===== config.mk =====
export PLATFORM = sky130hd
export DESIGN_NAME = lgse_rule_unit
export DESIGN_NICKNAME = d
export VERILOG_FILES = /design/src/sv/lgse_pkg.sv /design/src/sv/lgse_rule_unit.sv
export SDC_FILE = /design/constraint.sdc
export NUM_CORES = 1
export LEC_CHECK = 0
export BUFFER_PORTS_ARGS = -buffer_cell sky130_fd_sc_hd__clkbuf_2
export CAP_MARGIN = 20
export CELL_PAD_IN_SITES_DETAIL_PLACEMENT = 0
export CELL_PAD_IN_SITES_GLOBAL_PLACEMENT = 1
export CORE_UTILIZATION = 39
export DETAILED_ROUTE_END_ITERATION = 10
export PLACE_DENSITY_LB_ADDON = 0.1
export SLEW_MARGIN = 20
export SYNTH_ARGS = -nofsm -noshare
export SYNTH_HDL_FRONTEND = slang
export SYNTH_SLANG_ARGS = --single-unit

===== constraint.sdc =====
create_clock -name vclk -period 3.8
set_input_delay 0.76 -clock vclk [all_inputs]
set_output_delay 0.76 -clock vclk [all_outputs]
set_load 0.02 [all_outputs]

===== src/sv/lgse_pkg.sv =====
// lgse_pkg: opcodes, command and result word types and defaults for the
// life grid step engine. No dependencies.
`timescale 1ns / 1ps

package lgse_pkg;

    localparam int GRID_SIZE_DEF = 64;
    localparam int ADDR_W        = 6;
    localparam int GEN_W         = 32;

    localparam logic [1:0] OP_WRITE = 2'd0;
    localparam logic [1:0] OP_CLEAR = 2'd1;
    localparam logic [1:0] OP_STEP  = 2'd2;
    localparam logic [1:0] OP_READ  = 2'd3;

    typedef struct packed {
        logic [1:0]        opcode;
        logic [ADDR_W-1:0] row;
        logic [ADDR_W-1:0] col;
        logic              cell_in;
    } t_cmd;

    typedef struct packed {
        logic             cell_out;
        logic [GEN_W-1:0] generation;
    } t_result;

endpackage


===== src/sv/lgse_rule_unit.sv =====
// lgse_rule_unit: B3/S23 rule applied to one row from the rows above and
// below, one lane per column, dead cells beyond the edges. Uses lgse_pkg.
`timescale 1ns / 1ps

module lgse_rule_unit #(
    parameter int GRID_SIZE = lgse_pkg::GRID_SIZE_DEF
) (
    input  logic [GRID_SIZE-1:0] i_prev,
    input  logic [GRID_SIZE-1:0] i_cur,
    input  logic [GRID_SIZE-1:0] i_next,
    output logic [GRID_SIZE-1:0] o_row
);
    import lgse_pkg::*;

    logic [GRID_SIZE-1:0] w_pl, w_pr, w_cl, w_cr, w_nl, w_nr;

    assign w_pl = i_prev << 1;
    assign w_pr = i_prev >> 1;
    assign w_cl = i_cur  << 1;
    assign w_cr = i_cur  >> 1;
    assign w_nl = i_next << 1;
    assign w_nr = i_next >> 1;

    always_comb begin
        logic [3:0] v_cnt;
        o_row = '0;
        for (int c = 0; c < GRID_SIZE; c++) begin
            v_cnt = 4'(w_pl[c]) + 4'(i_prev[c]) + 4'(w_pr[c])
                  + 4'(w_cl[c]) + 4'(w_cr[c])
                  + 4'(w_nl[c]) + 4'(i_next[c]) + 4'(w_nr[c]);
            if (v_cnt == 4'd3) begin
                o_row[c] = 1'b1;
            end else if (v_cnt == 4'd2) begin
                o_row[c] = i_cur[c];
            end else begin
                o_row[c] = 1'b0;
            end
        end
    end

endmodule


-- After elaboration in Yosys (flattened, before gate mapping)
Index checks and enable logic that the tools add are counted.
- add/sub/neg operators: 441
- $mul: 0
- divide/modulo/power cells: 0
- $lt $le $gt $ge: 0
- equal/unequal tests: 128
- shift operators: 0
- mux-type cells: 128
- bitwise operators: 0
- reduce and logical (&&, ||, !) cells: 0
- operators with widths (operator ; number):
    $add A4 B1 Y4 ; 252
    $eq A4 B2 Y1 const B ; 128
    $add A3 B1 Y4 ; 63
    $add A2 B1 Y3 ; 63
    $mux W1 ; 128
    $add A1 B1 Y2 ; 63
- register bits: 0
- latch bits: 0
- memory bits (writable): 0
- ROM bits: 0
- input port bits: 192
- output and inout bits: 64
- word-level logic and storage cells: 697
- memories kept: 0

-- Depth between registers and ports, before layout
- word-level depth: 10
- mapped depth: 9
- depth with buffers taken out: 9

-- Worst setup path before layout
OpenSTA, ideal clock, no wires.
- path kind: input to output
- start point: in i_prev[16]
- end point: out o_row[17]
- data arrival time: 3.448 ns
- required time: 3.040 ns
- setup slack: -0.408 ns
- cell stages on the path: 9
- path buffers: 0
- cell sequence: inv_1 > fa_1 > fa_1 > fa_1 > inv_1 > ha_1 > fa_1 > or2_0 > a21oi_1
- word-level cells in the longest chain between the ends: 10
- elaborated cells on any way between the ends: 11
- classes of those cells: add/sub: 7; eq/ne: 2; mux: 2
- RTL lines (element ; RTL line ; RTL):
    from (decl) ; lgse_rule_unit.sv:8 ; input logic [GRID_SIZE-1:0] i_prev,
    $add A1 B1 Y2 (*) ; lgse_rule_unit.sv:28 ; v_cnt = 4'(w_pl[c]) + 4'(i_prev[c]) + 4'(w_pr[c])
    $add A2 B1 Y3 (*) ; lgse_rule_unit.sv:28 ;
    $add A3 B1 Y4 (*) ; lgse_rule_unit.sv:29 ; + 4'(w_cl[c]) + 4'(w_cr[c])
    $add A4 B1 Y4 (*) ; lgse_rule_unit.sv:29 ;
    $add A4 B1 Y4 (*) (3 in a row) ; lgse_rule_unit.sv:30 ; + 4'(w_nl[c]) + 4'(i_next[c]) + 4'(w_nr[c]);
    $eq A4 B2 Y1 ; lgse_rule_unit.sv:33 ; end else if (v_cnt == 4'd2) begin
    $mux W1 ; lgse_rule_unit.sv:33 ;
    $mux W1 (*) ; lgse_rule_unit.sv:31 ; if (v_cnt == 4'd3) begin
    to (decl) ; lgse_rule_unit.sv:11 ; output logic [GRID_SIZE-1:0] o_row
Every way passes the cells marked *; elsewhere a longest branch is shown, timed or not.

-- Final worst setup path
- start point: in i_prev[11]
- end point: out o_row[12]
Same word-level chain as after synthesis.

==> results_dict.tcl <==
set metrics [dict create \
    outcome "finished, violations left" \
    violations "setup timing" \
    cp_max_fo 2 \
    yosysTopAreaCellShare_pct 47.1 \
    synth_nets 1828 \
    dieHeight_um 168 \
    peakVddDrop_mv 0.181 \
    synth_cell_type_count 13 \
    seqCellArea_um2 0 \
    syn-cell-area_mm2 0.0107 \
    crit_path_start "i_prev[11]" \
    nFlopsAndLatches 0 \
    rsz0062_at_grt "true" \
    setup_viol 62 \
    yosys.area.top_type "fa_1" \
    cp_num_cells 11 \
    dp_hpwl_mm 22.2 \
    synth.area.top_cells "fa_1, ha_1, inv_1" \
    final_area_mm2 0.0165 \
    ios 256 \
    final.min_clock_period_ns 4.35 \
    avgRoutedWirePerCell_um 11.7 \
    grt_use_total_pct 17.7 \
    crit_top_cell "fa_1" \
    syn_to_final_growth_pct 53.9 \
    routed_wl_mm 23.4 \
    grt_max_degree 4 \
    grt_pass1_wl_mm 42.0 \
    grt_pass1_vias 9787 \
    grt_overflow_total 0 \
    setup_tns_ns -25.58 \
    vias 8830 \
    hold_buffers 0 \
    drc 0 \
    whs_ns 1.90 \
    synthesis.instances 1196 \
    finalMaxSlewViolations 0 \
    ys_warn_count 0 \
    tightestPinTransition_ns 0.226 \
    antenna_found_initial 1 \
    required_ns 3.04 \
    initial_core_util_pct 39.8 \
    avgSynthCellArea_um2 8.96 \
    synth.most_common_cell "inv_1" \
    p_leak_nw 8.45 \
    max_freq_mhz 230 \
    nets 2297 \
    routed_via_density 4.41 \
    slew_headroom_pct 84.8 \
    total_power_w 0.00530 \
    drive_gt1_share_pct 51.4 \
    port_buffers 256 \
    fin_crit_sh_pct 114 \
    seq_area_frac_synth_pct 0 \
    crit_chain "buf_8 -> inv_6 -> fa_1 -> fa_1 -> fa_1 -> inv_2 -> ha_4 -> fa_2 -> or2_4 -> a21oi_4 -> buf_8" \
    worst_slack_ns -0.545 \
    drt_iter0_drc 134 \
    worst-path-buf-inv 4 \
    critPathLaunchType "primary input" \
    arrival_ns 3.59 \
    die-area_mm2 0.0281 \
    slowest_delay_ns 0.55 \
    worstSetupEndpoint "o_row[12]" \
    gp_congestion 0.830 \
    critical_path_class "primary input to output port" \
    num_antenna_cells 0 \
    postRouteAntennaNets 0 \
    critPathTopFamily "adder cells" \
    first_pass_iters 4 \
    holdCritStartpoint "i_cur[0]" \
    finalHoldViolCount 0 \
    dieWidth_um 168 \
    worstSetupEndpointType "output port" \
    cpMaxStageDelayCell "fa_1" \
    core-area_mm2 0.0270 \
    placementRows 60 \
    dp_slack_ns -0.635 \
    hold_path.class "primary input to output port" \
    dpl_cell_area_mm2 0.0146 \
    ys_top_cells_by_count "inv_1, fa_1, ha_1" \
    pwr_density_cell_mw_per_mm2 321 \
    nClkBuffers 0 \
    cap_violations 0 \
]
[cell families (layout without fill, tap and decap cells)]
logic type      count (synthesis)  count (layout)  share of synthesized area, %
buf+inv                       443             910                          15.5
fa+ha+maj                     440             440                          69.0
compound gates                185             185                          8.76
simple gates                  128             128                          6.71
[worst min path at each step]
stage	end	slack, ns	depth (start not counted)
4_1_cts	o_row[0]	1.91	4
3_3_place_gp	o_row[0]	1.90	4
6_report	o_row[0]	1.90	4
2_1_floorplan	o_row[0]	1.69	2
5_1_grt	o_row[16]	1.93	4
3_5_place_dp	o_row[0]	1.90	4
[what timing repair did]
| action | in CTS | in global routing |
|---|---|---|
| setup buffers | 2 | 11 |
| endpoints found under the setup margin | 62 | 62 |
| resized for setup | 369 | 236 |
| pin swaps | 127 | 111 |
[cells in the final DEF (no fill, tap or decap), drive strengths merged]
cell / Yosys / layout
a211oi: 1 / 1
a21oi: 122 / 122
a221oi: 1 / 1
buf: 0 / 296
clkbuf: 0 / 171
fa: 252 / 252
ha: 188 / 188
inv: 443 / 443
nand2b: 2 / 2
nand3: 62 / 62
nor2: 2 / 2
nor3b: 1 / 1
o21ai: 61 / 61
or2: 61 / 61
[cell type report]
| class | instances | area [µm²] |
|---|---|---|
| Tap cell | 341 | 427 |
| Inverter | 443 | 1780 |
| Timing Repair Buffer | 467 | 3980 |
| Fill cell | 2389 | 10500 |
| Multi-Input combinational cell | 753 | 10300 |
[per-stage QoR]
step,utilization (%),std cells
after floorplan,-,1196
after global placement,54.2,1991
after detailed placement,54.2,1991
after CTS,58.4,1993
after global routing,61.2,2004
final,61.2,2004
[routing by layer]
layer / up-vias / track usage [%] / share of wire (%)
met5: - / 0 / 0.055
met4: 2 / 0.838 / 0.65
met3: 12 / 2.61 / 5.1
met2: 155 / 32.6 / 51
met1: 4098 / 22.8 / 44
li1: 4563 / - / -
[power breakdown]
part / switching, W / internal (W)
clock: 0 / 0
combinational: 0.00262 / 0.00268
sequential: 0 / 0
total: 0.00262 / 0.00268
(Power assumes the default switching activity.)
