### config.mk
export PLATFORM = sky130hd
export DESIGN_NAME = lgse_row_cell
export DESIGN_NICKNAME = d
export VERILOG_FILES = /design/src/sv/lgse_pkg.sv /design/src/sv/lgse_row_cell.sv
export SDC_FILE = /design/constraint.sdc
export NUM_CORES = 1
export LEC_CHECK = 0
export ABC_AREA = 1
export ABC_CLOCK_PERIOD_IN_PS = 1850
export BUFFER_PORTS_ARGS = -buffer_cell sky130_fd_sc_hd__buf_2
export CAP_MARGIN = 5
export CORE_ASPECT_RATIO = 1.4
export CORE_MARGIN = 5
export CORE_UTILIZATION = 35
export DETAILED_ROUTE_END_ITERATION = 6
export GPL_TIMING_DRIVEN = 0
export PLACE_DENSITY = 0.7
export REMOVE_ABC_BUFFERS = 1
export SLEW_MARGIN = 25
export SYNTH_ARGS = -nofsm -noshare
export SYNTH_HDL_FRONTEND = slang
export SYNTH_SLANG_ARGS = --single-unit
export TNS_END_PERCENT = 30
### constraint.sdc
create_clock -name i_clk -period 1.85 [get_ports i_clk]
set_input_delay 0.37 -clock i_clk [delete_from_list [all_inputs] [get_ports i_clk]]
set_output_delay 0.37 -clock i_clk [all_outputs]
set_load 0.03 [all_outputs]
### src/sv/lgse_pkg.sv
// lgse_pkg: opcodes, command and result word types and defaults for the
// life grid step engine. No dependencies.
`timescale 1ns / 1ps

package lgse_pkg;

    localparam int GRID_SIZE_DEF = 64;
    localparam int ADDR_W        = 6;
    localparam int GEN_W         = 32;

    localparam logic [1:0] OP_WRITE = 2'd0;
    localparam logic [1:0] OP_CLEAR = 2'd1;
    localparam logic [1:0] OP_STEP  = 2'd2;
    localparam logic [1:0] OP_READ  = 2'd3;

    typedef struct packed {
        logic [1:0]        opcode;
        logic [ADDR_W-1:0] row;
        logic [ADDR_W-1:0] col;
        logic              cell_in;
    } t_cmd;

    typedef struct packed {
        logic             cell_out;
        logic [GEN_W-1:0] generation;
    } t_result;

endpackage

### src/sv/lgse_row_cell.sv
// lgse_row_cell: one grid row held in a register, passed to the next cell
// of the circular row chain on every shift. Uses lgse_pkg.
`timescale 1ns / 1ps

module lgse_row_cell #(
    parameter int GRID_SIZE = lgse_pkg::GRID_SIZE_DEF
) (
    input  logic                 i_clk,
    input  logic                 i_rst_n,
    input  logic                 i_clear,
    input  logic                 i_shift,
    input  logic [GRID_SIZE-1:0] i_row,
    output logic [GRID_SIZE-1:0] o_row
);
    import lgse_pkg::*;

    logic [GRID_SIZE-1:0] r_row;

    always_ff @(posedge i_clk) begin
        if (!i_rst_n || i_clear) begin
            r_row <= '0;
        end else if (i_shift) begin
            r_row <= i_row;
        end
    end

    assign o_row = r_row;

endmodule

# == After elaboration in Yosys (flattened, before gate mapping) ==
# Index checks and enable logic that the tools add are counted.
# totals
reg_bits,64
word_cells,3
input_bits,68
# op_classes
n_reduce_logical,2
# ops
op,n
zero test 1 bit,1
logical OR 1 bit,1

# == Logic depth before layout (Yosys ltp) ==
# Gate-level depths: netlist (run 1).
# depth
word_depth,2
depth_mapped,4
mapped_depth_nobuf,3

# == Least setup slack after synthesis (run 1) ==
# No wires, ideal clock.
# synth_timing
path_kind,in2reg
startpoint,input port i_clear
endpoint,register r_row[0] (netlist: o_row[0])
path_stages,4
arrival_time_ps,804
t_required_ps,1725
slack_ps,921
cell_sequence,inv_1 > nand2_2 > buf_2 > a21oi_2
# synth_between
elab_chain_cells,1
# synth_rtl
element,line,rtl
"start, declared",lgse_row_cell.sv:10,"input logic i_clear,"
logical OR 1 bit,lgse_row_cell.sv:20,if (!i_rst_n || i_clear) begin
"end signal, assigned",lgse_row_cell.sv:23,r_row <= i_row;
"end, declared",lgse_row_cell.sv:17,logic [GRID_SIZE-1:0] r_row;
# Every way passes these cells.
# A chain may end at the register's enable or synchronous reset.

==> results of run 1 <==
Yosys cell counts:
cell / instances
a21oi_1: 4
a21oi_2: 60
buf_12: 3
buf_2: 12
buf_6: 1
buf_8: 3
dfxtp_1: 64
inv_1: 1
inv_2: 1
nand2_1: 98
nand2_2: 31
cells by family after synthesis:
logic type      Yosys count  synth area share, %
simple gates            129                 21.8
flops                    64                 49.8
compound gates           64                 21.2
buf+inv                  21                 7.15
worst min-delay path, cell delays in order:
cell	delay [ns]
buf_2	0.10
nand2_2	0.06
a21oi_2	0.04
worst paths after layout:
path / from / endpoint / slack (ns) / depth (start not counted)
worst max-delay path: i_shift / o_row[26]$_SDFFE_PP0P_ / 0.26 / 4
worst min-delay path: i_row[22] / o_row[22]$_SDFFE_PP0P_ / 0.29 / 3
worst max register to register: o_row[47]$_SDFFE_PP0P_ / o_row[47]$_SDFFE_PP0P_ / 1.24 / 2
worst min register to register: o_row[60]$_SDFFE_PP0P_ / o_row[60]$_SDFFE_PP0P_ / 0.46 / 2
layout make-up:
class	instances	area, sq um	share of cell area [%]
clock buffer	13	179	5.28
timing repair buffer	132	686	20.2
sequential	64	1280	37.8
tap	97	121	3.58
multi-input combinational	193	1110	32.8
inverter	2	10.0	0.295
metal layers:
layer	global-route usage, %	share of wire (%)	wire, um	vias to the layer above
met4	7.10	2.7	171	2
met5	0	0.21	13	-
met2	24.5	52	3260	71
met3	5.26	7.0	443	15
met1	15.2	38	2420	1002
li1	-	-	-	1129
power breakdown:
group | total (mW) | switching [mW] | internal (mW)
Clock | 1.09 | 0.477 | 0.611
Sequential | 1.44 | 0.0200 | 1.42
Combinational | 0.398 | 0.261 | 0.137
Total | 2.93 | 0.758 | 2.17
stage by stage:
step / utilization [%] / worst slack [ns]
finish: 46.6 / 0.262
global route: 46.6 / 0.193
CTS: 46.6 / 0.0422
detailed placement: 44.1 / -0.326
global placement: 43.7 / -1.03
floorplan: - / 0.186
what timing repair did:
item	4_1_cts	5_1_grt
resized for setup	0	1
hold endpoints to repair	0	0
endpoints found under the setup margin	0	64
==> impl_metrics.csv, run 1 <==
group,metric,value,unit
finish,final_common_cell,"buf_2",
critical_path,required,2.05,ns
clocking,clockRootBuffer,"clkbuf_8",
finish,synthToLayoutAreaGrowth,31.8,%
placement,placed_area,3210,sq um
sta,tightest_slew,0.826,ns
sta,finalCritPeriodShare,85.8,%
floorplan,core,7270,sq um
critical_path,critPathMaxFanout,65,
yosys,synth_area_leaders,"dfxtp_1 (50%), a21oi_2 (20%), nand2_1 (14%)",
critical_path,worstSetupStartpointType,"input pin",
floorplan,ios,132,
yosys,syn_inst,278,
yosys,synth_top_area_cell,"dfxtp_1",
sta,rsz0062_at_grt,"no",
critical_path,critical_path.slowest_cell,"buf_4",
placement,numPortBuffers,131,
pwr,ir_worst_vdd,0.000419,V
floorplan,fp.dieH,111,um
sta,max_freq,0.630,GHz
drt,remaining_drc_errors,0,
global_routing,grt_pass1_vias,2216,
worst_hold_path,min_path_type,"input pin to flip-flop",
finish,largest_register_ffs,64,
global_routing,grt.overflow.total,0,
finish,fin_nets,470,
clocking,cts_tree,"done",
finish,fillCellCount,742,
critical_path,cp_top_family,"buffers and inverters",
drt,postRouteAntennaNets,0,
global_routing,grt_max_degree,66,
placement,gp_congestion,0.733,
finish,antennaDiodeCount,0,
run_status,outcome,"complete, no violations",
yosys,seq_area_frac_synth,49.8,%
placement,placed_cells,488,
sta,setup_viol,0,
floorplan,initial_core_util,35.4,%
critical_path,worstPathCellList,"buf_4, inv_4, nand2_1, a21oi_2",
sta,fin_crit,1.59,ns
drt,drt_iter0_markers,69,
pwr,powerDensity,864,nW/um^2
clocking,holdBufCountCts,0,
drt,via_per_inst,4.43,
critical_path,critPathKind,"input pin to flip-flop",
sta,drv_slew,0,
yosys,synth_cell_types,11,
clocking,post_cts_buffers,0,
yosys,synth_top_area_share,49.8,%
floorplan,fp.dieW,82.5,um
clocking,clk_pin_slew,0.06,ns
yosys,syn_area_per_cell,9.25,sq um
finish,drive_above_1_share,58.7,%
sta,hold_violations,0,
sta,fin_skew,0,ns
sta,tns,0,ns
drt,post_drt_wl_per_cell,12.6,um
global_routing,grt_pass1_wl,10200,um
finish,fin_cells,501,
critical_path,crit_buf_inv,2,
clocking,cts_inserted_buffers,9,
yosys,yosys_warnings,0,
drt,drt_wl_total,6310,um
pwr,power.leakage,1.50,nW
placement,dpl.hpwl,4340,um
clocking,htree_levels,3,
critical_path,cp.arrival,1.79,ns
sta,fin_hold_ws,0.287,ns
finish,final_cell_mix,"buf_2 (130), nand2_1 (98), dfxtp_1 (64)",
critical_path,slowest_delay,0.62,ns
run,maxCapViolations,0,
yosys,synth_area,2570,sq um
clocking,clockBufferDepth,2,
floorplan,row_count,37,
drt,dr_total_vias,2219,
drt,firstDrtPassIters,4,
finish,fin_area,3390,sq um
clocking,clock_latency,0.33,ns
global_routing,antenna_found_initial,1,
yosys,synth_seq_cells,64,
pwr,finalPower,2.93,mW
sta,maxSlewHeadroom,45.0,%
floorplan,dieArea,9190,sq um
global_routing,grt_use_total,14.4,%
clocking,tritoncts_num_sinks,64,
critical_path,critPathCaptureType,"flip-flop",
(Power assumes the default switching activity.)
==> inputs of run 2 (changes only) <==
--- a/config.mk
+++ b/config.mk
@@ -8,13 +8,14 @@
 export ABC_AREA = 1
 export ABC_CLOCK_PERIOD_IN_PS = 1850
 export BUFFER_PORTS_ARGS = -buffer_cell sky130_fd_sc_hd__buf_2
-export CAP_MARGIN = 5
+export CAP_MARGIN = 20
 export CORE_ASPECT_RATIO = 1.4
 export CORE_MARGIN = 5
 export CORE_UTILIZATION = 35
 export DETAILED_ROUTE_END_ITERATION = 6
+export GPL_ROUTABILITY_DRIVEN = 1
 export GPL_TIMING_DRIVEN = 0
-export PLACE_DENSITY = 0.7
+export PLACE_DENSITY_LB_ADDON = 0.3
 export REMOVE_ABC_BUFFERS = 1
 export SLEW_MARGIN = 25
 export SYNTH_ARGS = -nofsm -noshare
==> impl_metrics.csv, run 2 (synthesis gave the netlist of run 1 again) <==
group,metric,value,unit
run_status,outcome,"complete, no violations",
pwr,power.leakage,1.51,nW
sta,setup_viol,0,
finish,antennaDiodeCount,0,
floorplan,dieArea,9190,sq um
sta,fin_crit,1.58,ns
floorplan,initial_core_util,35.4,%
placement,numPortBuffers,131,
sta,drv_slew,0,
critical_path,critical_path.slowest_cell,"buf_4",
drt,maxUsedRoutingLayer,"met4",
drt,wl_met2,3200,um
finish,largest_register_ffs,64,
critical_path,required,2.04,ns
sta,rsz0062_at_grt,"no",
finish,drive_above_1_share,58.5,%
critical_path,worstSetupStartpointType,"input pin",
placement,placed_area,3200,sq um
critical_path,slowest_delay,0.64,ns
drt,post_drt_wl_per_cell,12.5,um
floorplan,ios,132,
global_routing,grt_max_degree,66,
critical_path,reg2reg_from,"o_row[29]$_SDFFE_PP0P_",
clocking,clock_latency,0.33,ns
finish,fin_nets,470,
critical_path,critPathKind,"input pin to flip-flop",
clocking,cts_inserted_buffers,9,
sta,setup_ws,0.268,ns
floorplan,fp.dieW,82.5,um
drt,drt_wl_total,6280,um
drt,drt_iter0_markers,79,
clocking,cts_tree,"done",
sta,finalCritPeriodShare,85.5,%
global_routing,grt_pass1_wl,9850,um
sta,maxSlewHeadroom,43.5,%
sta,tightest_slew,0.847,ns
floorplan,row_count,37,
clocking,htree_levels,3,
critical_path,cp.arrival,1.78,ns
critical_path,critPathMaxFanout,65,
finish,final_common_cell,"buf_2",
sta,hold_violations,0,
sta,fin_skew,0,ns
worst_hold_path,min_path_type,"input pin to flip-flop",
run,maxCapViolations,0,
placement,post-place-ws,-0.330,ns
placement,gp_congestion,0.717,
worst_hold_path,min_from,"i_row[43]",
placement,dpl.hpwl,4210,um
clocking,holdBufCountCts,0,
finish,final_cell_mix,"buf_2 (130), nand2_1 (98), dfxtp_1 (64)",
drt,remaining_drc_errors,0,
pwr,powerDensity,892,nW/um^2
floorplan,core,7270,sq um
global_routing,grt_pass1_vias,2077,
floorplan,fp.dieH,111,um
drt,via_per_inst,4.44,
clocking,clk_pin_slew,0.07,ns
drt,wl_met1,2480,um
sta,max_freq,0.632,GHz
drt,postRouteAntennaNets,0,
pwr,ir_worst_vdd,0.000459,V
drt,firstDrtPassIters,4,
finish,fin_area,3400,sq um
clocking,clockBufferDepth,2,
drt,dr_total_vias,2240,
critical_path,critPathCaptureType,"flip-flop",
global_routing,antenna_found_initial,0,
critical_path,startpoint,"i_shift",
global_routing,grt.overflow.total,0,
clocking,clockRootBuffer,"clkbuf_8",
critical_path,crit_buf_inv,2,
global_routing,grt_use_total,13.9,%
critical_path,cp_top_family,"buffers and inverters",
clocking,tritoncts_num_sinks,64,
critical_path,worstPathCellList,"buf_4, inv_4, nand2_1, a21oi_2",
finish,synthToLayoutAreaGrowth,32.2,%
drt,dr_wl_met3,420,um
==> run 2: changes by cell type in the layout (fill, tap and decap cells not counted), sizes merged <==
| cell | before | now |
|---|---|---|
| bufinv | 0 | 1 |
| clkinv | 0 | 2 |
==> run 2: worst min-delay path, stage by stage <==
cell and delay [ns]:
buf_2 0.10, nand2_2 0.06, a21oi_2 0.05
==> run 2: where the power goes <==
part           leakage (nW)  switching (mW)  internal, mW  total [mW]
Clock                 0.103           0.502         0.693        1.20
Sequential            0.521          0.0199          1.42        1.44
Combinational         0.885           0.262         0.136       0.397
Total                  1.51           0.784          2.25        3.03
==> run 2: timing repair <==
action | CTS | global route
endpoints found under the setup margin | 0 | 64
setup buffers | 0 | 0
gates resized for setup | 0 | 1
==> run 2: layout make-up <==
class,count,area [sq um]
Timing Repair Buffer,132,678
Clock inverter,3,40.0
Inverter,2,10.0
Clock buffer,13,159
Fill cell,744,3870
Tap cell,97,121
Sequential cell,64,1280
Multi-Input combinational cell,193,1110
==> run 2: path summary, 6_finish.rpt <==
path	cells past startpoint	slack (ns)	end
setup / recovery	4	0.27	o_row[8]$_SDFFE_PP0P_
hold reg to reg	2	0.46	o_row[62]$_SDFFE_PP0P_
setup reg to reg	2	1.23	o_row[29]$_SDFFE_PP0P_
hold / removal	3	0.29	o_row[43]$_SDFFE_PP0P_
==> run 2: metal layers <==
metal | vias to the layer above | track usage, %
met5 | - | 0
met4 | 0 | 6.98
met3 | 13 | 4.61
met2 | 68 | 23.0
met1 | 1029 | 15.5
li1 | 1130 | -
==> run 2: stage by stage <==
step                hold slack, ns  std cells  util (%)  TNS, ns  power (mW)
floorplan                    0.504        259         -        0        1.70
global placement             0.448        487      43.7   -66.09        1.87
detailed placement           0.451        488      44.0   -19.83        1.87
CTS                          0.258        504      46.8        0        3.10
global route                 0.249        504      46.8        0        3.21
finish                       0.287        504      46.8        0        3.03
==> inputs of run 3 (changes only) <==
--- a/config.mk
+++ b/config.mk
@@ -5,8 +5,7 @@
 export SDC_FILE = /design/constraint.sdc
 export NUM_CORES = 1
 export LEC_CHECK = 0
-export ABC_AREA = 1
-export ABC_CLOCK_PERIOD_IN_PS = 1850
+export ABC_CLOCK_PERIOD_IN_PS = 1600
 export BUFFER_PORTS_ARGS = -buffer_cell sky130_fd_sc_hd__buf_2
 export CAP_MARGIN = 20
 export CORE_ASPECT_RATIO = 1.4
==> constraint.sdc (replaced) <==
create_clock -name i_clk -period 1.6 [get_ports i_clk]
set_input_delay 0.32 -clock i_clk [delete_from_list [all_inputs] [get_ports i_clk]]
set_output_delay 0.32 -clock i_clk [all_outputs]
set_load 0.03 [all_outputs]
==> impl_metrics.csv, run 3 <==
group,metric,value,unit
yosys,syn_area_per_cell,11.1,sq um
clocking,clockBufferDepth,2,
critical_path,worstSetupStartpointType,"input pin",
critical_path,crit_buf_inv,2,
finish,antennaDiodeCount,0,
floorplan,initial_core_util,35.6,%
sta,tightest_slew,0.676,ns
sta,setup_ws,0.400,ns
sta,fin_hold_ws,0.231,ns
floorplan,fp.dieH,106,um
pwr,finalPower,3.20,mW
sta,rsz0062_at_grt,"no",
sta,hold_violations,0,
global_routing,grt_max_degree,65,
finish,fillCellCount,638,
clocking,clk_pin_slew,0.07,ns
floorplan,row_count,35,
yosys,synth_cell_types,8,
critical_path,required,1.78,ns
clocking,cts_tree,"done",
placement,dpl.hpwl,3900,um
sta,max_freq,0.834,GHz
global_routing,grt_pass1_wl,8310,um
critical_path,critical_path.slowest_cell,"buf_4",
run_status,outcome,"complete, no violations",
clocking,tritoncts_num_sinks,64,
yosys,synth_area,2300,sq um
yosys,synth-main-ff-cell,"dfxtp_1",
global_routing,grt_pass1_vias,1730,
sta,fin_skew,0,ns
sta,maxSlewHeadroom,54.9,%
global_routing,grt_use_total,12.6,%
clocking,htree_levels,3,
sta,setup_viol,0,
clocking,post_cts_buffers,0,
drt,drt_wl_total,5290,um
finish,largest_register_ffs,64,
drt,firstDrtPassIters,3,
placement,post-place-ws,0.0635,ns
global_routing,antenna_found_initial,0,
pwr,ir_worst_vdd,0.000601,V
pwr,power.leakage,1.69,nW
run,maxCapViolations,0,
yosys,syn_inst,207,
critical_path,cp_top_family,"buffers and inverters",
critical_path,cp.arrival,1.38,ns
yosys,synth_area_leaders,"dfxtp_1 (56%), mux2i_1 (28%), nor2_1 (10%)",
clocking,ctsResizeCount,0,
clocking,clock_latency,0.32,ns
yosys,async_flop_share,0,%
yosys,synth_top_area_share,55.6,%
drt,post_drt_wl_per_cell,12.8,um
pwr,powerDensity,1030,nW/um^2
placement,placed_area,2950,sq um
drt,postRouteAntennaNets,0,
yosys,synth_top_area_cell,"dfxtp_1",
yosys,seq_area_frac_synth,55.6,%
drt,remaining_drc_errors,0,
finish,drive_above_1_share,43.2,%
critical_path,critPathMaxFanout,33,
placement,numPortBuffers,131,
critical_path,critPathKind,"input pin to flip-flop",
floorplan,ios,132,
clocking,clockRootBuffer,"clkbuf_8",
finish,synthToLayoutAreaGrowth,34.5,%
drt,drt_iter0_markers,75,
floorplan,dieArea,8330,sq um
yosys,synth_seq_cells,64,
yosys,yosys_warnings,0,
finish,fin_area,3100,sq um
floorplan,core,6480,sq um
worst_hold_path,min_path_type,"input pin to flip-flop",
drt,dr_total_vias,1814,
clocking,cts_inserted_buffers,9,
global_routing,grt.overflow.total,0,
critical_path,slowest_delay,0.43,ns
drt,via_per_inst,4.38,
floorplan,fp.dieW,78.6,um
clocking,holdBufCountCts,0,
finish,fin_nets,404,
sta,fin_crit,1.20,ns
yosys,synth-edff-count,0,
yosys,synth_common_cells,"dfxtp_1 (64), mux2i_1 (64), nor2_1 (64), buf_2 (6), buf_8 (6)",
finish,final_cell_mix,"buf_2 (130), mux2i_1 (64), nor2_1 (64), dfxtp_1 (64), clkbuf_8 (9)",
sta,finalCritPeriodShare,75.0,%
finish,final_common_cell,"buf_2",
critical_path,worstPathCellList,"buf_4, buf_12, mux2i_1, nor2_1",
critical_path,critPathCaptureType,"flip-flop",
sta,drv_slew,0,
placement,gp_congestion,0.693,
[run 3: cell count changes in the layout (fill, tap and decap cells not counted), sizes merged]
| cell | previous run | this run |
|---|---|---|
| a21oi | 64 | 0 |
| bufinv | 1 | 0 |
| clkbuf | 13 | 10 |
| clkinv | 2 | 5 |
| inv | 2 | 0 |
| mux2i | 0 | 64 |
| nand2 | 129 | 0 |
| nand2b | 0 | 1 |
| nor2 | 0 | 64 |
[run 3: worst paths after layout]
| check | endpoint | slack [ns] | from | cells past startpoint |
|---|---|---|---|---|
| max | o_row[25]$_SDFFE_PP0P_ | 0.40 | i_shift | 4 |
| min | o_row[51]$_SDFFE_PP0P_ | 0.23 | i_row[51] | 3 |
| max reg2reg | o_row[25]$_SDFFE_PP0P_ | 0.95 | o_row[25]$_SDFFE_PP0P_ | 2 |
| min reg2reg | o_row[37]$_SDFFE_PP0P_ | 0.49 | o_row[37]$_SDFFE_PP0P_ | 2 |
[run 3: layout make-up]
class,instances,area (sq um),area share [%]
sequential,64,1280,41.3
clock inverter,5,25.0,0.807
multi-input combinational,129,895,28.9
clock buffer,10,128,4.12
tap,74,92.6,2.99
timing repair buffer,132,678,21.9
[run 3: report_power, final]
| group | total [mW] | internal [mW] | switching [mW] |
|---|---|---|---|
| Combinational | 0.428 | 0.179 | 0.249 |
| Clock | 1.10 | 0.539 | 0.560 |
| Sequential | 1.67 | 1.65 | 0.0225 |
| Total | 3.20 | 2.36 | 0.832 |
[run 3: logic make-up (layout without fill, tap and decap cells)]
logic type             after synthesis  in the layout  share of synthesized area (%)
DFF                                 64             64                           55.6
and+or+nand+nor                     65             65                           10.7
buffers and inverters               14            147                           5.92
muxes                               64             64                           27.8
[run 3: worst register-to-register path, delay by kind of cell (launching register included)]
family,cells,cell delay (ns)
DFF,1,0.32
muxes,1,0.14
and+or+nand+nor,1,0.06
[run 3: per-layer routing]
| layer | vias to the layer above | wire length [um] | track usage [%] |
|---|---|---|---|
| met4 | 0 | 136 | 5.88 |
| met3 | 9 | 336 | 3.90 |
| li1 | 938 | - | - |
| met5 | - | 0 | 0 |
| met2 | 62 | 2750 | 21.3 |
| met1 | 805 | 2070 | 14.2 |
[run 3: stage by stage]
stage                     cells  TNS (ns)  util, %
final                       414         0     47.8
after global routing        414         0     47.8
after CTS                   414         0     47.8
after detailed placement    399         0     45.5
after global placement      398    -55.62     45.0
after floorplan             193     -9.31        -
